[src/hdl/lmfs_ram.sv]
`default_nettype none
// ----------------------------------------------------------------------------
// lmfs_ram: frame buffer memory
// One write port and two read ports, read data registered and held while
// the read enable is low.
// ----------------------------------------------------------------------------
module lmfs_ram #(
    parameter int ADDR_W = 8,
    parameter int DATA_W = 16
) (
    input  wire logic              clk,
    input  wire logic              we,
    input  wire logic [ADDR_W-1:0] waddr,
    input  wire logic [DATA_W-1:0] wdata,
    input  wire logic              re_a,
    input  wire logic [ADDR_W-1:0] raddr_a,
    output      logic [DATA_W-1:0] rdata_a,
    input  wire logic              re_b,
    input  wire logic [ADDR_W-1:0] raddr_b,
    output      logic [DATA_W-1:0] rdata_b
);

    localparam int DEPTH = 1 << ADDR_W;

    logic [DATA_W-1:0] mem [DEPTH];

    always_ff @(posedge clk)
    begin
        if (we)
        begin
            mem[waddr] <= wdata;
        end
        if (re_a)
        begin
            rdata_a <= mem[raddr_a];
        end
        if (re_b)
        begin
            rdata_b <= mem[raddr_b];
        end
    end

endmodule
`default_nettype wire

[config.mk]
export PLATFORM = sky130hd
export DESIGN_NAME = lmfs_ram
export DESIGN_NICKNAME = d
export VERILOG_FILES = /design/src/hdl/lmfs_ram.sv
export SDC_FILE = /design/constraint.sdc
export NUM_CORES = 2
export LEC_CHECK = 0
export BUFFER_PORTS_ARGS = -buffer_cell sky130_fd_sc_hd__buf_2
export CAP_MARGIN = 5
export CORE_ASPECT_RATIO = 1.4
export CORE_UTILIZATION = 65
export DETAILED_ROUTE_END_ITERATION = 16
export PLACE_DENSITY_LB_ADDON = 0.25
export SETUP_SLACK_MARGIN = 0.02
export SLEW_MARGIN = 20
export SYNTH_ARGS = -nofsm -noshare
export SYNTH_HDL_FRONTEND = slang
export SYNTH_SLANG_ARGS = --single-unit
export TNS_END_PERCENT = 100
[constraint.sdc]
create_clock -name clk -period 7.9 [get_ports clk]
set_input_delay 1.58 -clock clk [delete_from_list [all_inputs] [get_ports clk]]
set_output_delay 1.58 -clock clk [all_outputs]
set_load 0.05 [all_outputs]
==> impl_metrics.env <==
export IMPL_cts_resized=0
export IMPL_cts_setup_buffers=0
export IMPL_cts_max_level=5
export IMPL_fin_cells=14600
export IMPL_setup_ws_ns=1.90
export IMPL_maxCapViolations=0
export IMPL_path_cells="buf_12, buf_4, mux4_2, a22oi_1, o211ai_1, nor3_1, nor2_1, and3_1"
export IMPL_cts_root_buf="clkbuf_16"
export IMPL_fin_skew_ns=0.0503
export IMPL_vias_per_cell=8.18
export IMPL_cp_startpoint="raddr_a[0]"
export IMPL_cts_hold_buf=0
export IMPL_final_nets=10400
export IMPL_period_share_pct=76.0
export IMPL_multi_input_area_mm2=0.0641
export IMPL_hpwl_um=417000
export IMPL_cts_buffers=385
export IMPL_grt_first_pass_wirelength_um=926000
export IMPL_slowest_delay_ns=1.17
export IMPL_grtUsageTotal_pct=45.5
export IMPL_numPortBuffers=75
export IMPL_ir_worst_vdd_mv=0.236
export IMPL_insertion_delay_ns=0.97
export IMPL_syn_nets=10200
export IMPL_start_util_pct=65.5
export IMPL_worst_setup_path_start_kind="input port"
export IMPL_seq_area_mm2=0.124
export IMPL_cp_end_kind="register"
export IMPL_yosys_area_top_type="edfxtp_1"
export IMPL_synth_top_area_share_pct=64.6
export IMPL_hold_ws_ns=1.03
export IMPL_synthCells=10100
export IMPL_cts_sinks=4128
export IMPL_dr_pass1_iters=7
export IMPL_drtIter0Drc=19900
export IMPL_tritoncts="done"
export IMPL_worstReg2RegStart="mem[186][8]"
export IMPL_synthTopCellsByArea="edfxtp_1 (65%), mux4_2 (20%), mux2i_1 (5.3%), o221ai_1 (1.9%), o22ai_1 (0.92%)"
export IMPL_dp_cells=13900
export IMPL_crit_required_ns=8.61
export IMPL_yosysSeqAreaShare_pct=64.6
export IMPL_antenna_found_initial=48
export IMPL_crit_family="simple AND/OR/NAND/NOR gates"
export IMPL_grt_start_max_net_pins=193
export IMPL_ys_types=58
export IMPL_final_util_pct=72.1
export IMPL_p_leak_nw=67.6
export IMPL_coreArea_mm2=0.293
export IMPL_drv_slew=0
export IMPL_cts_clk_slew_worst_paths_ns=0.06
export IMPL_via_count=119000
export IMPL_rrSetupSlack_ns=3.90
export IMPL_hold_viol=0
export IMPL_tightestPinTransition_ns=1.39
export IMPL_outcome="finished clean"
export IMPL_setup_viol=0
export IMPL_gr_total_overflow=0
export IMPL_final_common_cell="edfxtp_1"
export IMPL_period_needed_ns=6.00
export IMPL_yosys_register_bits=4128
export IMPL_hold_start="wdata[4]"
export IMPL_p_per_area_mw_per_mm2=223
export IMPL_drcViolationCount=0
export IMPL_synth_warnings=0
export IMPL_layout_common_cells="edfxtp_1 (4,128), mux4_2 (1,688), mux2i_1 (1,021)"
export IMPL_die_h_um=645
export IMPL_ys_async_sr_fraction_pct=0
export IMPL_tns_ns=0
export IMPL_cp_num_buf_inv=2
export IMPL_wl_um=670000
export IMPL_row_count=235
export IMPL_synth_area_per_cell_um2=18.9
export IMPL_drive_gt1_share_pct=29.5
export IMPL_timing_slew_headroom_pct=7.03
export IMPL_grt_pass1_vias=119000
export IMPL_crit_fanout=73
export IMPL_syn_to_final_growth_pct=10.2
export IMPL_gp_congestion=1.05
export IMPL_die_w_um=461
export IMPL_die_area_mm2=0.297
export IMPL_pre_cts_ws_ns=1.22
export IMPL_io_pins=76
export IMPL_critical_path_slowest_cell="nor3_1"
export IMPL_rsz0062_at_grt="false"
export IMPL_critPathKind="in -> reg"
export IMPL_wl_per_cell_um=45.9
export IMPL_yosys_most_used_dff="edfxtp_1"
export IMPL_synth_area_mm2=0.192
export IMPL_max_freq_ghz=0.167
export IMPL_nFillCells=17100
export IMPL_synth_edf_count=4128
export IMPL_detail_route_antenna_nets=0
export IMPL_hold_class="in -> reg"
export IMPL_cp_data_arrival_time_ns=6.71
export IMPL_clockBufferDepth=4
stage by stage:
| stage | instance area (um2) | power [mW] |
|---|---|---|
| detailed placement | 199000 | 28.7 |
| floorplan | 192000 | 27.0 |
| CTS | 211000 | 46.9 |
| global route | 211000 | 47.9 |
| global placement | 199000 | 28.6 |
| finish | 211000 | 47.2 |
synth_stat cells, drive strengths merged, types with 12 or more instances:
master   instances
a211o           26
nor3           185
mux2i         1021
clkbuf         383
o22ai          284
edfxtp        4128
o31ai           27
nand2          257
a221oi          48
mux4          1688
nor2           355
o211ai          59
o221ai         418
nand4           30
a22o            55
and3            18
nand3           83
nor2b           13
o311ai          12
o21ai           74
a22oi          119
a2111oi         39
nor4            39
and4            12
buf            467
a211oi          25
a21oi          210
report_power, final:
| part | internal (mW) | switching (mW) |
|---|---|---|
| clock network | 10.5 | 8.30 |
| logic | 1.41 | 2.75 |
| registers | 24.2 | 0.0714 |
| total | 36.0 | 11.1 |
final timing paths:
check                end  cells past startpoint
max           rdata_a[7]                      8
min          mem[186][4]                      1
max reg2reg   rdata_a[8]                      7
min reg2reg   rdata_b[8]                      5
flip-flops by register name, summed over array words and instances, names as in the netlist:
register / cells
rdata_a: 16
rdata_b: 16
mem: 4096
worst reg2reg max path: cells and delay by family, from the launching register on:
family	cells	cell delay (ns)
simple gates	3	1.80
mux	1	0.49
flops	1	0.40
compound gates	3	1.06
layout make-up:
class / count / area share, %
clock buffers: 461 / 4.71
inverters: 6 / 0.0189
multi-input cells: 5151 / 30.3
diodes: 40 / 0.0473
flip-flops and latches: 4128 / 58.6
well taps: 3910 / 2.31
repair buffers: 672 / 2.87
clock inverters: 227 / 1.11
layer usage:
layer,global-route usage [%],wire length [um]
met1,53.7,193000
met2,67.1,299000
met3,13.8,97100
met4,42.0,80500
met5,0,181
logic make-up (layout without fill, tap and decap cells):
logic type	after synthesis	count (layout)	synth area share, %
muxes	2709	2709	25.1
DFF	4128	4128	64.6
AOI/OAI and AO/OA	1414	1414	5.39
other	0	40	0
buffers and inverters	856	1366	2.46
and+or+nand+nor	1028	1028	2.42
Note: power is estimated with default switching activity, not from simulation.
