===== config.mk =====
export PLATFORM = sky130hd
export DESIGN_NAME = lmfs_row_shift
export DESIGN_NICKNAME = d
export VERILOG_FILES = /design/src/hdl/lmfs_pkg.sv /design/src/hdl/lmfs_row_shift.sv
export SDC_FILE = /design/constraint.sdc
export NUM_CORES = 1
export LEC_CHECK = 0
export ABC_CLOCK_PERIOD_IN_PS = 1400
export BUFFER_PORTS_ARGS = -buffer_cell sky130_fd_sc_hd__buf_2
export CORE_MARGIN = 2
export CORE_UTILIZATION = 46
export CTS_CLUSTER_SIZE = 8
export DETAILED_ROUTE_END_ITERATION = 10
export HOLD_SLACK_MARGIN = 0.03
export PLACE_DENSITY = 0.77
export SETUP_SLACK_MARGIN = 0.3
export SLEW_MARGIN = 5
export SYNTH_ARGS = -nofsm -noshare
export SYNTH_HDL_FRONTEND = slang
export SYNTH_SLANG_ARGS = --single-unit

===== constraint.sdc =====
create_clock -name clk -period 1.4 [get_ports clk]
set_clock_uncertainty 0.2 [all_clocks]
set_input_delay 0.21 -clock clk [delete_from_list [all_inputs] [get_ports clk]]
set_output_delay 0.21 -clock clk [all_outputs]
set_load 0.05 [all_outputs]

===== src/hdl/lmfs_pkg.sv =====
`default_nettype none
// ----------------------------------------------------------------------------
// lmfs_pkg: shared types and codes for the LED matrix frame buffer scanner
// Item kinds, colour bit positions, controller states and the structs that
// pass between the controller and the row shifter.
// ----------------------------------------------------------------------------
package lmfs_pkg;

    // Item kinds on the input channel.
    localparam logic [1:0] KIND_DRAW = 2'd0;
    localparam logic [1:0] KIND_FILL = 2'd1;
    localparam logic [1:0] KIND_TICK = 2'd2;

    // Bit positions of the colour field.
    localparam int COLOR_RED_BIT   = 0;
    localparam int COLOR_GREEN_BIT = 1;

    // One frame buffer byte holds eight pixels, leftmost in the MSB.
    localparam int BYTE_BITS = 8;
    // A memory word holds the red byte above the green byte.
    localparam int WORD_W    = 2 * BYTE_BITS;
    // Offset from an upper scan line to its partner in the lower half.
    localparam int SCAN_LINES = 16;

    typedef enum logic [2:0] {
        ST_CLEAR,
        ST_IDLE,
        ST_DRAW_RD,
        ST_DRAW_WR,
        ST_FETCH,
        ST_LOAD,
        ST_SHIFT
    } state_t;

    typedef struct packed {
        logic load;
        logic shift;
    } shift_ctrl_t;

    typedef struct packed {
        logic [BYTE_BITS-1:0] red_upper;
        logic [BYTE_BITS-1:0] red_lower;
        logic [BYTE_BITS-1:0] green_upper;
        logic [BYTE_BITS-1:0] green_lower;
    } pix_bytes_t;

    typedef struct packed {
        logic red_upper;
        logic red_lower;
        logic green_upper;
        logic green_lower;
    } pix_bits_t;

endpackage
`default_nettype wire


===== src/hdl/lmfs_row_shift.sv =====
`default_nettype none
// ----------------------------------------------------------------------------
// lmfs_row_shift: column serialiser
// Four byte-wide shift registers, one per colour line, that present one
// pixel column per shift, leftmost pixel first.
// ----------------------------------------------------------------------------
module lmfs_row_shift (
    input  wire logic                clk,
    input  wire lmfs_pkg::shift_ctrl_t ctrl,
    input  wire lmfs_pkg::pix_bytes_t  load_data,
    output      lmfs_pkg::pix_bits_t   bits
);

    lmfs_pkg::pix_bytes_t sr_reg;
    lmfs_pkg::pix_bytes_t sr_next;

    always_comb
    begin
        sr_next = sr_reg;
        if (ctrl.load)
        begin
            sr_next = load_data;
        end
        else if (ctrl.shift)
        begin
            sr_next.red_upper   = {sr_reg.red_upper[lmfs_pkg::BYTE_BITS-2:0], 1'b0};
            sr_next.red_lower   = {sr_reg.red_lower[lmfs_pkg::BYTE_BITS-2:0], 1'b0};
            sr_next.green_upper = {sr_reg.green_upper[lmfs_pkg::BYTE_BITS-2:0], 1'b0};
            sr_next.green_lower = {sr_reg.green_lower[lmfs_pkg::BYTE_BITS-2:0], 1'b0};
        end
    end

    always_ff @(posedge clk)
    begin
        sr_reg <= sr_next;
    end

    assign bits.red_upper   = sr_reg.red_upper[lmfs_pkg::BYTE_BITS-1];
    assign bits.red_lower   = sr_reg.red_lower[lmfs_pkg::BYTE_BITS-1];
    assign bits.green_upper = sr_reg.green_upper[lmfs_pkg::BYTE_BITS-1];
    assign bits.green_lower = sr_reg.green_lower[lmfs_pkg::BYTE_BITS-1];

endmodule
`default_nettype wire


==> results_dict.tcl <==
set metrics [dict create \
    cts_tree "built" \
    cp-end-kind "output pin" \
    ys_seq_area_share_pct 64.3 \
    clockBufferDepth 2 \
    status "finished, violations left" \
    largest_register_ffs 28 \
    violations "negative hold slack" \
    crit_path_cell_trace "buf_6" \
    drc 0 \
    p_total_w 0.00200 \
    hold_path_depth 2 \
    pwr-share-comb_pct 17.3 \
    ant_nets 0 \
    place.gp.congestion 0.631 \
    hp-class "in2reg" \
    clock-root-buffer "clkbuf_4" \
    grt_pass1_vias 797 \
    path_delay_family "flip-flops" \
    period_minus_slack_ns 1.27 \
    crit_fanout 1 \
    cts_max_level 2 \
    finalHoldViolations 13 \
    synth_fa_ha_area_share_pct 0 \
    drive_gt1_share_pct 65.3 \
    core-area_sq_um 3080 \
    grt_setup_unrepaired "yes" \
    port_buffers 38 \
    worstMarginPinSlew_ns 0.114 \
    ir_drop_mv 0.726 \
    track_usage_pct 14.3 \
    antenna_found_initial 0 \
    cts_sinks 32 \
    max_freq_ghz 0.785 \
    fin_worst_hold_slack_ns -0.00766 \
    worstSetupStartpointType "register" \
    finalSetupViolCount 0 \
    path_buf_inv 1 \
    p_seq_share_pct 60.2 \
    first_pass_iters 3 \
    path_class "reg2out" \
    row_count 20 \
    power_frac_clock_pct 22.6 \
    top_layer "met4" \
    synth_xor_area_share_pct 0 \
    wl_met3_um 160 \
    post_synth.cell_area_avg_sq_um 20.5 \
    r2r_cells 1 \
    synth-simple-area-share_pct 2.09 \
    initial_utilization_pct 48.5 \
    maxCapViolations 0 \
    slew_viol_final 0 \
    post_cts_buffers 0 \
    synthCells 73 \
    die_w_um 61.0 \
    grt-ovfl-total 0 \
    layout.nets 156 \
    clk_pin_slew_ns 0.09 \
    met1_length_um 941 \
    relSlewSlack_pct 92.4 \
    p_leak_nw 0.819 \
    clk_latency_ns 0.31 \
    powerDensity_nw_per_um2 1070 \
    synthMuxAreaShare_pct 27.4 \
    p_int_w 0.00156 \
    dr_total_vias 774 \
    cp.required_ns 0.99 \
    ys_types 8 \
    slowest_delay_ns 0.39 \
    slowest_stage "edfxtp_1" \
    synth_top_family_by_area "multiplexers" \
    routed-wl-met2_um 966 \
    fin_crit_sh_pct 91.0 \
    cp.arrival_ns 0.86 \
    dieArea_sq_um 3720 \
    tns_ns 0 \
    grt_pass1_wl_mm 3.59 \
    path_depth 1 \
    cts_buffers 5 \
    switching_share_pct 21.8 \
    power.switching_w 0.000435 \
    synthToLayoutAreaGrowth_pct 25.5 \
    synth_nets 108 \
    grt_max_degree 17 \
    fillers 239 \
    ys_ff_latch 32 \
    wl_per_cell_um 12.7 \
    die_y_um 61.0 \
    n_antenna_cell 0 \
    syn-cell-area_sq_um 1490 \
    yosys_warnings 0 \
    synth_compound_area_share_pct 0 \
    drtIter0Drc 22 \
    wirelength_mm 2.10 \
    io_pins 39 \
    vias_per_cell 4.69 \
]
## repair_timing
action,CTS,global route
resized for setup,8,0
endpoints found under the hold margin,32,31
hold buffers,1,3
setup endpoints to repair,7,19
## kinds of logic after synthesis
kind of cell / after synthesis
flip-flops: 32
multiplexers: 28
AND/OR/NAND/NOR: 5
buffers and inverters: 8
## stage by stage
stage / cells / setup slack (ns) / cell area, sq um / utilization (%)
floorplan: 73 / 0.101 / 1510 / -
global placement: 154 / 0.0269 / 1760 / 57.3
detailed placement: 154 / 0.00411 / 1760 / 57.3
CTS: 162 / 0.102 / 1840 / 59.9
global route: 165 / 0.0532 / 1870 / 60.9
finish: 165 / 0.126 / 1870 / 60.9
## cells in the mapped netlist, drive strengths merged
cell / instances / area share [%]
and2: 4 / 1.7
buf: 8 / 6.2
edfxtp: 32 / 64
mux2: 28 / 27
or2: 1 / 0.42
## layout by cell type, fill, tap and decap left out
master and instances:
dlygate4sd3_1 4, mux2_2 3, buf_2 34, mux2_4 25, buf_6 4, or2_4 1
buf_4 2, buf_12 5, clkbuf_4 5, clkinv_1 2, and2_1 4, edfxtp_1 32
## metal layers
metal  GRT usage [%]  vias to the layer above
li1                -                      371
met5               0                        -
met3            6.61                        4
met4            6.52                        0
met2            21.7                       31
met1            17.4                      368
## power groups by stage
stage / clock network [W] / logic (W) / registers [W]
global route: 0.000537 / 0.000369 / 0.00121
global placement: 0 / 0.000316 / 0.00122
CTS: 0.000471 / 0.000345 / 0.00120
finish: 0.000451 / 0.000345 / 0.00120
floorplan: 0 / 0.000249 / 0.00121
detailed placement: 0 / 0.000326 / 0.00122
## worst paths after layout
check	from	to	slack (ns)
max	bits[3]	bits[3]	0.13
max reg2reg	sr_reg[10]	sr_reg[11]	0.30
min	load_data[5]	sr_reg[5]	-0.008
min reg2reg	sr_reg[12]	sr_reg[13]	0.35
## layout make-up
| class | count | area (sq um) | share of cell area, % |
|---|---|---|---|
| timing repair buffer | 49 | 370 | 19.8 |
| sequential | 32 | 961 | 51.3 |
| clock inverter | 2 | 7.51 | 0.401 |
| tap | 44 | 55.1 | 2.94 |
| clock buffer | 5 | 37.5 | 2.00 |
| multi-input combinational | 33 | 443 | 23.6 |
No activity file was read; power rests on OpenSTA's default activity.
